`src/sv/multi_turn_angle_tracker_assert.svh`:
```
// Assertion macros for the multi-turn angle tracker.
// Needs no package; the including module supplies clock, reset and signals.
`ifndef MULTI_TURN_ANGLE_TRACKER_ASSERT_SVH
`define MULTI_TURN_ANGLE_TRACKER_ASSERT_SVH

// Same-cycle implication, disabled while reset is asserted.
`define MTAT_ASSERT_IMPL(label, clk, rst_n, ante, cons) \
    label: assert property (@(posedge clk) disable iff (!(rst_n)) (ante) |-> (cons)) \
        else $error("assertion failed: same-cycle check");

// Next-cycle implication, disabled while reset is asserted.
`define MTAT_ASSERT_NEXT(label, clk, rst_n, ante, cons) \
    label: assert property (@(posedge clk) disable iff (!(rst_n)) (ante) |=> (cons)) \
        else $error("assertion failed: next-cycle check");

`endif

```
`src/sv/mtat_pkg.sv`:
```
// Shared types and constants for the multi-turn angle tracker.
// No dependencies; imported by multi_turn_angle_tracker.
`timescale 1ns / 1ps

package mtat_pkg;

    // Field widths fixed by the frame format
    localparam int ANGLE_W  = 16;
    localparam int SPEED_W  = 16;
    localparam int CUR_IN_W = 16;
    localparam int CUR_W    = 14;
    localparam int TOTAL_W  = 37;

    // Input tdata width: angle, speed and raw current
    localparam int S_TDATA_W = ANGLE_W + SPEED_W + CUR_IN_W;

    // Defaults for the top-level parameters
    localparam int COUNTS_PER_TURN_DEF = 8192;
    localparam int TURN_BITS_DEF       = 24;

    // Angle jump that counts as crossing a turn boundary
    localparam int JUMP_THRESH = 4096;

    // Divide by five: multiply by ceil(2^18 / 5) and shift right by 18
    localparam int                  DIV5_SHIFT = 18;
    localparam logic [CUR_IN_W-1:0] DIV5_RECIP = 16'd52429;

    // Frame kind carried on tuser
    typedef enum logic {
        CMD_MEASURE = 1'b0,
        CMD_ZERO    = 1'b1
    } cmd_t;

endpackage

```
`src/sv/multi_turn_angle_tracker.sv`:
```
// Multi-turn angle tracker top level: input register, update logic, result register.
// Depends on mtat_pkg and multi_turn_angle_tracker_assert.svh.
`timescale 1ns / 1ps

// Accepts one decoded feedback frame per clock while results drain, and returns one result
// per frame. A frame is registered at the input, and once the result slot is free the update
// logic (jump compare, turn step, constant multiply for the total, divide by minus five of
// the current) writes the tracker state, which is the result register itself.
// m_tvalid rises once the frame has passed the input register and the result register;
// throughput is one frame per cycle while the result drains every clock,
// set by the single state update per frame in the update stage. While a result
// waits, the input register can still take one frame; once it holds that frame,
// s_tready stays low until the result drains. Result tdata, low bit up:
// angle_now[15:0], speed_now[31:16], current_now[45:32], turns (TURN_BITS),
// total (37 bits), zero padding.
module multi_turn_angle_tracker #(
    parameter int COUNTS_PER_TURN = mtat_pkg::COUNTS_PER_TURN_DEF,
    parameter int TURN_BITS       = mtat_pkg::TURN_BITS_DEF,
    parameter int M_TDATA_W       = ((mtat_pkg::ANGLE_W + mtat_pkg::SPEED_W
                                      + mtat_pkg::CUR_W + TURN_BITS
                                      + mtat_pkg::TOTAL_W + 7) / 8) * 8
) (
    input  logic                           aclk,
    input  logic                           aresetn,
    // Input frames
    input  logic                           s_tvalid,
    output logic                           s_tready,
    input  logic [mtat_pkg::S_TDATA_W-1:0] s_tdata,   // angle_word, speed_word, current_word
    input  logic [0:0]                     s_tuser,   // cmd
    // Results
    output logic                           m_tvalid,
    input  logic                           m_tready,
    output logic [M_TDATA_W-1:0]           m_tdata    // angle_now, speed_now, current_now,
                                                      // turns, total
);

    import mtat_pkg::*;

    `include "multi_turn_angle_tracker_assert.svh"

    localparam int CPT_W   = $clog2(COUNTS_PER_TURN) + 2;
    localparam int PROD_W  = (TURN_BITS + CPT_W > TOTAL_W) ? TURN_BITS + CPT_W : TOTAL_W;
    localparam int DIFF_W  = ANGLE_W + 2;
    localparam logic signed [DIFF_W-1:0] JUMP_POS = DIFF_W'(JUMP_THRESH);
    localparam logic signed [DIFF_W-1:0] JUMP_NEG = -JUMP_POS;
    localparam logic signed [PROD_W-1:0] CPT_K    = PROD_W'(COUNTS_PER_TURN);

    // Input register
    logic                       in_valid_reg;
    cmd_t                       in_cmd_reg;
    logic signed [ANGLE_W-1:0]  in_angle_reg;
    logic signed [SPEED_W-1:0]  in_speed_reg;
    logic signed [CUR_IN_W-1:0] in_cur_reg;

    // Tracker state, doubling as the result register
    logic                        m_valid_reg;
    logic signed [ANGLE_W-1:0]   angle_reg,   angle_next;
    logic signed [ANGLE_W-1:0]   offset_reg,  offset_next;
    logic signed [TURN_BITS-1:0] turn_reg,    turn_next;
    logic signed [SPEED_W-1:0]   speed_reg,   speed_next;
    logic signed [CUR_W-1:0]     current_reg, current_next;
    logic signed [TOTAL_W-1:0]   total_reg,   total_next;

    logic                        proc_fire;
    logic                        s_fire;
    logic signed [DIFF_W-1:0]    angle_diff;
    logic signed [TURN_BITS-1:0] turn_step;
    logic signed [PROD_W-1:0]    turn_prod;
    logic                        cur_neg;
    logic [CUR_IN_W-1:0]         cur_abs;
    logic [2*CUR_IN_W-1:0]       cur_prod;
    logic [CUR_W-1:0]            cur_quot;
    logic signed [CUR_W-1:0]     current_meas;
    logic signed [TOTAL_W-1:0]   total_meas;

    // Handshake: update when a frame waits and the result slot is free or draining
    assign proc_fire = in_valid_reg && (!m_valid_reg || m_tready);
    assign s_tready  = !in_valid_reg || proc_fire;
    assign s_fire    = s_tvalid && s_tready;

    // Capture the incoming transaction
    always_ff @(posedge aclk) begin
        if (!aresetn) begin
            in_valid_reg <= 1'b0;
        end else if (s_tready) begin
            in_valid_reg <= s_tvalid;
        end
    end

    always_ff @(posedge aclk) begin
        if (s_fire) begin
            in_cmd_reg   <= cmd_t'(s_tuser[0]);
            in_angle_reg <= s_tdata[ANGLE_W-1:0];
            in_speed_reg <= s_tdata[ANGLE_W+SPEED_W-1:ANGLE_W];
            in_cur_reg   <= s_tdata[S_TDATA_W-1:ANGLE_W+SPEED_W];
        end
    end

    // Turn step from the jump between previous and new angle
    always_comb begin
        angle_diff = DIFF_W'(in_angle_reg) - DIFF_W'(angle_reg);
        priority if (angle_diff > JUMP_POS) begin
            turn_step = turn_reg - TURN_BITS'(1);
        end else if (angle_diff < JUMP_NEG) begin
            turn_step = turn_reg + TURN_BITS'(1);
        end else begin
            turn_step = turn_reg;
        end
    end

    // Total angle: turns times counts per turn, plus angle, minus zero offset
    assign turn_prod  = PROD_W'(turn_step) * CPT_K;
    assign total_meas = turn_prod[TOTAL_W-1:0] + TOTAL_W'(in_angle_reg)
                        - TOTAL_W'(offset_reg);

    // Current divided by minus five, truncated toward zero
    assign cur_neg      = in_cur_reg[CUR_IN_W-1];
    assign cur_abs      = cur_neg ? CUR_IN_W'(-in_cur_reg) : CUR_IN_W'(in_cur_reg);
    assign cur_prod     = cur_abs * DIV5_RECIP;
    assign cur_quot     = cur_prod[DIV5_SHIFT+CUR_W-1:DIV5_SHIFT];
    assign current_meas = cur_neg ? $signed(cur_quot) : $signed(-cur_quot);

    // Next state by frame kind
    always_comb begin
        angle_next   = angle_reg;
        offset_next  = offset_reg;
        turn_next    = turn_reg;
        speed_next   = speed_reg;
        current_next = current_reg;
        total_next   = total_reg;
        unique case (in_cmd_reg)
            CMD_MEASURE: begin
                angle_next   = in_angle_reg;
                turn_next    = turn_step;
                speed_next   = in_speed_reg;
                current_next = current_meas;
                total_next   = total_meas;
            end
            CMD_ZERO: begin
                angle_next  = in_angle_reg;
                offset_next = in_angle_reg;
            end
        endcase
    end

    // Advance state and present the result
    always_ff @(posedge aclk) begin
        if (!aresetn) begin
            m_valid_reg <= 1'b0;
            angle_reg   <= '0;
            offset_reg  <= '0;
            turn_reg    <= '0;
            speed_reg   <= '0;
            current_reg <= '0;
            total_reg   <= '0;
        end else begin
            if (proc_fire) begin
                m_valid_reg <= 1'b1;
                angle_reg   <= angle_next;
                offset_reg  <= offset_next;
                turn_reg    <= turn_next;
                speed_reg   <= speed_next;
                current_reg <= current_next;
                total_reg   <= total_next;
            end else if (m_tready) begin
                m_valid_reg <= 1'b0;
            end
        end
    end

    assign m_tvalid = m_valid_reg;
    assign m_tdata  = M_TDATA_W'({total_reg, turn_reg, current_reg, speed_reg, angle_reg});

    // Checks
    `MTAT_ASSERT_NEXT(a_zero_sets_offset, aclk, aresetn, proc_fire && in_cmd_reg == CMD_ZERO, offset_reg == angle_reg)
    `MTAT_ASSERT_NEXT(a_zero_keeps_total, aclk, aresetn, proc_fire && in_cmd_reg == CMD_ZERO, $stable(total_reg) && $stable(turn_reg))
    `MTAT_ASSERT_NEXT(a_stall_holds_state, aclk, aresetn, m_valid_reg && !m_tready, $stable(angle_reg) && $stable(turn_reg) && $stable(total_reg))
    `MTAT_ASSERT_NEXT(a_turn_single_step, aclk, aresetn, 1'b1, (turn_reg == $past(turn_reg)) || (turn_reg == $past(turn_reg) + TURN_BITS'(1)) || (turn_reg == $past(turn_reg) - TURN_BITS'(1)))
    `MTAT_ASSERT_IMPL(a_full_input_blocks, aclk, aresetn, in_valid_reg && !proc_fire, !s_tready)

endmodule
```
`config.mk`:
```
export PLATFORM = sky130hd
export DESIGN_NAME = multi_turn_angle_tracker
export DESIGN_NICKNAME = d
export VERILOG_FILES = /design/src/sv/mtat_pkg.sv /design/src/sv/multi_turn_angle_tracker.sv
export VERILOG_INCLUDE_DIRS = /design/src /design/src/sv
export SDC_FILE = /design/constraint.sdc
export NUM_CORES = 1
export LEC_CHECK = 0
export BUFFER_PORTS_ARGS = -buffer_cell sky130_fd_sc_hd__buf_4
export CELL_PAD_IN_SITES_DETAIL_PLACEMENT = 0
export CELL_PAD_IN_SITES_GLOBAL_PLACEMENT = 1
export CORE_MARGIN = 5
export CORE_UTILIZATION = 50
export CTS_BUF_LIST = sky130_fd_sc_hd__clkbuf_8
export DETAILED_ROUTE_END_ITERATION = 12
export PLACE_DENSITY_LB_ADDON = 0.1
export SETUP_SLACK_MARGIN = 0.5
export SYNTH_ARGS = -nofsm -noshare
export SYNTH_HDL_FRONTEND = slang
export SYNTH_SLANG_ARGS = --single-unit
```
`constraint.sdc`:
```
create_clock -name aclk -period 12.98 [get_ports aclk]
set_input_delay 1.298 -clock aclk [delete_from_list [all_inputs] [get_ports aclk]]
set_output_delay 1.298 -clock aclk [all_outputs]
set_load 0.1 [all_outputs]
```
==> results of run 1 <==
## kinds of logic (layout without fill, tap and decap cells)
group / count (synthesis) / in the layout / share of synthesized area, %
buffers and inverters: 281 / 421 / 7.19
flip-flops: 174 / 174 / 26.3
AO/OA/AOI/OAI: 366 / 366 / 15.2
AND/OR/NAND/NOR: 458 / 458 / 14.1
multiplexers: 8 / 8 / 0.546
other: 1 / 5 / 0.0248
XOR/XNOR: 123 / 123 / 7.18
adder cells (fa/ha/maj): 297 / 297 / 29.5
## worst paths after layout
kind            startpoint              end  slack, ns  cells past startpoint
max reg2reg  in_cur_reg[4]  current_reg[12]       4.43                     30
max          in_cur_reg[4]  current_reg[12]       4.43                     30
min          total_reg[27]    total_reg[27]       0.46                      2
min reg2reg  total_reg[27]    total_reg[27]       0.46                      2
## routing by layer
layer  up-vias  part of all wire, %  track usage [%]
li1       6056                    -                -
met1      5605                   46             29.4
met2       249                   47             37.4
met3        47                  4.8             4.51
met4         2                  2.3             6.27
met5         -                0.053                0
## cells in the mapped netlist, drive strengths merged (9+ instances only)
library cell  instances
a211oi               13
a21o                 29
a21oi               165
a31oi                20
and2                 11
and3                 17
and4                 12
buf                  17
clkbuf               45
dfxtp               125
edfxtp               49
fa                   99
ha                  198
inv                 219
nand2               212
nand2b               18
nand3                22
nor2                 93
nor2b                17
nor3                 13
nor4                  9
o21a                 11
o21ai                51
or3                  16
xnor2                82
xor2                 41
## final cells by class
cell class                 count  area (µm²)  share of cell area (%)
sequential                   174        3970                    23.3
timing repair buffer         170        1280                    7.49
inverter                     219         825                    4.84
clock inverter                15         166                   0.977
tap                          390         488                    2.86
multi-input combinational   1257       10100                    59.1
clock buffer                  17         234                    1.37
## metrics by stage
step | std cells | util (%) | hold slack (ns) | total power (W)
6_report | 2242 | 57.3 | 0.459 | 0.00483
5_1_grt | 2242 | 57.3 | 0.474 | 0.00538
2_1_floorplan | 1712 | - | 0.436 | 0.00367
3_5_place_dp | 2210 | 56.0 | 0.447 | 0.00444
3_3_place_gp | 2210 | 56.0 | 0.440 | 0.00439
4_1_cts | 2242 | 57.3 | 0.460 | 0.00487
## worst min-delay path, stage by stage (launching register included)
cell	delay (ns)
sky130_fd_sc_hd__dfxtp_1	0.32
sky130_fd_sc_hd__nand2_1	0.05
sky130_fd_sc_hd__a21oi_1	0.05
## power groups by stage
stage               Sequential [W]  Combinational [W]  Clock, W
finish                    0.000641            0.00379  0.000397
global placement          0.000653            0.00374         0
CTS                       0.000642            0.00382  0.000410
detailed placement        0.000654            0.00378         0
floorplan                 0.000873            0.00280         0
global route              0.000648            0.00430  0.000432
==> impl_metrics.json, run 1 <==
{
  "syn-mean-instance-area_um2": 8.85,
  "global_route_wire_length_before_repair_mm": 61.0,
  "design_area_um2": 17000,
  "yosysSeqAreaShare_pct": 26.3,
  "power.switching_w": 0.00253,
  "report.final.slew_viol_count": 0,
  "vdd_ir_drop_max_mv": 0.289,
  "fp.dieH_um": 184,
  "num_rows": 63,
  "dominantRegCellSynth": "sky130_fd_sc_hd__dfxtp_1",
  "die_footprint_um2": 33800,
  "vias": 11959,
  "gr-total-overflow": 0,
  "cts.hold.buffers_added": 0,
  "ios": 167,
  "final-setup-viol-count": 0,
  "preCtsSetupSlack_ns": 4.42,
  "minimum_period_implied_by_the_final_worst_setup_slack_ns": 8.55,
  "path_class": "reg -> reg",
  "fin_ws_ns": 4.43,
  "fillCellCount": 2779,
  "synth_top_cell_area_share_pct": 16.6,
  "postSynthRegisterBits": 174,
  "groute.usage.overall_pct": 22.3,
  "synth_area_leader_cell": "sky130_fd_sc_hd__dfxtp_1",
  "layout_commonest_cell": "sky130_fd_sc_hd__inv_1",
  "detail_route.vias_per_cell": 5.33,
  "slowest_stage": "sky130_fd_sc_hd__fa_1",
  "critPathMaxStageDelay_ns": 0.54,
  "io_buffer_count": 161,
  "final-hold-violation-count": 0,
  "post_dp_cell_area_um2": 16600,
  "wire_per_inst_um": 16.8,
  "maxSlewHeadroom_pct": 36.3,
  "cts_inserted_buffers": 17,
  "run_status": "finished, final reports clean",
  "yosys_warnings": 0,
  "finalCritPeriodShare_pct": 65.9,
  "clock_tree.buffer_depth": 2,
  "crit_buf_inv": 6,
  "synth_cell_types": 73,
  "die_width_um": 184,
  "final_nets": 2189,
  "cts.sinks": 174,
  "final_cell_mix": "sky130_fd_sc_hd__inv_1, sky130_fd_sc_hd__nand2_1, sky130_fd_sc_hd__ha_1, sky130_fd_sc_hd__buf_4, sky130_fd_sc_hd__a21oi_1",
  "largest_register_ffs": 37,
  "drt_wl_total_mm": 37.6,
  "clk_transition_reported_paths_ns": 0.10,
  "synth.cell_area_um2": 15100,
  "timing_worst_slew_pin_value_ns": 0.956,
  "synth_top_cells_by_area": "sky130_fd_sc_hd__dfxtp_1, sky130_fd_sc_hd__ha_1, sky130_fd_sc_hd__fa_1",
  "cp_top_family": "adder cells",
  "drt-pass1-iter-count": 5,
  "worstSetupEndpointType": "flop",
  "n_antenna_cell": 0,
  "grt_setup_unrepaired": "false",
  "cts_root_buffer": "sky130_fd_sc_hd__clkbuf_8",
  "initial_utilization_pct": 50.9,
  "post-cts-setup-buffers": 0,
  "critPathMaxFanout": 5,
  "grt_pass1_vias": 11825,
  "setup_total_negative_slack_ns": 0,
  "synth_async_sr_flop_share_pct": 0,
  "number_of_antenna_violations_at_the_first_check_in_global_routing": 1,
  "tritoncts": "done",
  "dpl.hpwl_mm": 30.1,
  "route.detailed.drc": 0,
  "combPwrFrac_pct": 78.5,
  "synth_edf_count": 49,
  "grt_start_max_net_pins": 88,
  "seqPwrFrac_pct": 13.3,
  "share_clk_of_total_power_pct": 8.2,
  "final.setup_skew_ns": 0.0172,
  "clock_latency_ns": 0.49,
  "timing.max_cap.violations": 0,
  "internal_power_w": 0.00230,
  "max_freq_mhz": 117,
  "syn2layout_area_growth_pct": 12.8,
  "post_cts.resized_instances": 0,
  "route.antenna.remaining_nets": 0,
  "h-tree-depth": 4,
  "total_leakage_power_nw": 7.76,
  "postSynthCellCount": 1708,
  "swShare_pct": 52.4,
  "start_kind": "flop",
  "final_layout_size_suffix_gt1_share_pct": 12.0,
  "critPathArrivalTime_ns": 8.96,
  "initialDrtViolationCount": 588,
  "timing.hold.worst.class": "reg -> reg",
  "critical_path_required_ns": 13.38,
  "critPathMostFrequentCell": "sky130_fd_sc_hd__inv_1",
  "final_weighted_congestion_in_routability_driven_placement": 0.892,
  "core-area_um2": 29700,
  "power_density_nw_per_um2": 283
}
Power figures use the tool's default switching activity.
==> run 2, diff against run 1 <==
CORE_UTILIZATION = 47   (was 50)
clock period = 8.75 ns   (was 12.98 ns; I/O delays follow)
==> run 2 against run 1 <==
  * Sequential share of layout area is 0.22 points lower
  * Register-to-register slack worse by 3.5 ns
  * Via count is 1.2% higher
  * Largest cell class unchanged
  * Routed wire length is 2.4% higher
  * Critical path depth is 1 lower
  * Non-clock buffer count is 18 higher
  * Critical path type unchanged
  * Highest routed layer is now met4
  * Combinational power is 51% higher
  * Cell count is 1.3% higher
  * Worst setup slack worse by 3.5 ns
==> impl_metrics.json, run 2 (synthesized netlist as in run 1, its figures left out) <==
{
  "worst_r2r_path_depth": 29,
  "layout_commonest_cell": "sky130_fd_sc_hd__inv_1",
  "initial_utilization_pct": 47.8,
  "die_footprint_um2": 35800,
  "tritoncts": "done",
  "crit-reg2reg-launch": "in_cur_reg[7]",
  "critical_path_required_ns": 9.15,
  "grt_pass1_vias": 12212,
  "timing.hold.worst_path_depth": 2,
  "fin_ws_ns": 0.914,
  "critPathMaxFanout": 6,
  "maxSlewHeadroom_pct": 43.4,
  "worstSetupEndpointType": "flop",
  "n_antenna_cell": 0,
  "finalCritPeriodShare_pct": 89.6,
  "critPathMaxStageDelay_ns": 0.58,
  "clk_transition_reported_paths_ns": 0.09,
  "fp.dieH_um": 189,
  "stdcell_count": 2272,
  "cts_inserted_buffers": 17,
  "design_area_um2": 17200,
  "cts.sinks": 174,
  "final-hold-violation-count": 0,
  "total_leakage_power_nw": 7.84,
  "die_width_um": 189,
  "global_route_wire_length_before_repair_mm": 63.2,
  "num_rows": 65,
  "io_buffer_count": 161,
  "final_nets": 2207,
  "cts_root_buffer": "sky130_fd_sc_hd__clkbuf_8",
  "path_class": "reg -> reg",
  "clock_tree.buffer_depth": 2,
  "timing_worst_slew_pin_value_ns": 0.850,
  "max_freq_mhz": 128,
  "min_to": "total_reg[24]",
  "gr-total-overflow": 0,
  "ios": 167,
  "final.setup_skew_ns": 0.0201,
  "final_weighted_congestion_in_routability_driven_placement": 0.943,
  "initialDrtViolationCount": 597,
  "grt_setup_unrepaired": "false",
  "rr_endpoint": "current_reg[12]",
  "route.antenna.remaining_nets": 0,
  "syn2layout_area_growth_pct": 13.8,
  "core-area_um2": 31600,
  "final_layout_size_suffix_gt1_share_pct": 12.9,
  "critPathArrivalTime_ns": 8.24,
  "setup_total_negative_slack_ns": 0,
  "preCtsSetupSlack_ns": 0.529,
  "number_of_antenna_violations_at_the_first_check_in_global_routing": 0,
  "report.final.slew_viol_count": 0,
  "largest_register_ffs": 37,
  "groute.usage.overall_pct": 21.8,
  "clock_latency_ns": 0.49,
  "vdd_ir_drop_max_mv": 0.428,
  "dpl.hpwl_mm": 30.6,
  "power_density_nw_per_um2": 420,
  "route.detailed.drc": 0,
  "wire_per_inst_um": 17.0,
  "post_dp_cell_area_um2": 16700,
  "detail_route.vias_per_cell": 5.33,
  "drt-pass1-iter-count": 5,
  "grt_start_max_net_pins": 71,
  "vias": 12105,
  "slowest_stage": "sky130_fd_sc_hd__or4_4",
  "timing.hold.worst.class": "reg -> reg",
  "cts.hold.buffers_added": 0,
  "final-setup-viol-count": 0,
  "hold_path_startpoint": "total_reg[24]",
  "minimum_period_implied_by_the_final_worst_setup_slack_ns": 7.84,
  "final_cell_mix": "sky130_fd_sc_hd__inv_1, sky130_fd_sc_hd__nand2_1, sky130_fd_sc_hd__ha_1, sky130_fd_sc_hd__buf_4, sky130_fd_sc_hd__a21oi_1",
  "reg2reg_slack_ns": 0.91,
  "run_status": "finished, final reports clean",
  "start_kind": "flop",
  "placed_cells_incl_taps": 2232,
  "timing.max_cap.violations": 0,
  "h-tree-depth": 4,
  "drt_wl_total_mm": 38.6
}
==> run 2: cell types whose count changed in the layout (fill, tap and decap cells not counted), moves of 2 or more <==
cell                         delta
sky130_fd_sc_hd__buf_4         +17
sky130_fd_sc_hd__inv_8          -4
sky130_fd_sc_hd__clkinv_2       +3
sky130_fd_sc_hd__inv_6          -3
sky130_fd_sc_hd__clkinvlp_4     +2
sky130_fd_sc_hd__or4_1          -2
sky130_fd_sc_hd__or4_4          +2
==> run 2: per-stage QoR <==
step	util (%)	power, W	hold slack, ns
6_report	54.4	0.00723	0.456
5_1_grt	54.4	0.00813	0.480
4_1_cts	54.1	0.00726	0.458
3_5_place_dp	52.9	0.00664	0.445
3_3_place_gp	52.9	0.00657	0.440
2_1_floorplan	-	0.00545	0.436
==> run 2: layer usage <==
metal  track usage, %  vias up  share of wire (%)
met4             5.68        0                1.9
met3             5.05       39                5.6
li1                 -     6082                  -
met2             37.0      243                 48
met1             28.2     5741                 45
met5                0        -                  0
==> run 2: worst max path at each step <==
stage | start | endpoint | slack [ns] | cells past startpoint
floorplan | in_cur_reg[7] | current_reg[12] | 1.05 | 28
global placement | in_cur_reg[4] | current_reg[12] | 0.74 | 31
detailed placement | in_cur_reg[4] | current_reg[12] | 0.53 | 31
CTS | in_cur_reg[4] | current_reg[12] | 0.53 | 31
global route | in_cur_reg[7] | current_reg[12] | 0.49 | 29
finish | in_cur_reg[7] | current_reg[12] | 0.91 | 29
==> run 2: final cells by class <==
cell class,count,area (µm²)
fillers,2975,14400
inverters,219,825
clock inverters,15,146
clock buffers,17,234
multi-input cells,1257,10100
repair buffers,188,1420
flip-flops and latches,174,3970
well taps,402,503
==> run 2: power breakdown <==
group	switching (W)	internal, W
Sequential	0.0000547	0.000894
Clock	0.000316	0.000253
Combinational	0.00338	0.00233
Total	0.00375	0.00348
==> run 2: worst max-delay path, delay by kind of cell, from the launching register on <==
family                   cells  cell delay [ns]
adder cells (fa/ha/maj)      8             3.13
AND/OR/NAND/NOR              9             2.52
AO/OA/AOI/OAI                5             0.78
XOR/XNOR                     3             0.52
flip-flops                   1             0.48
buffers and inverters        4             0.30
==> run 2: what timing repair did <==
| action | CTS | global route |
|---|---|---|
| resized for setup | 0 | 5 |
| setup buffers | 0 | 8 |
| endpoints found under the setup margin | 0 | 9 |
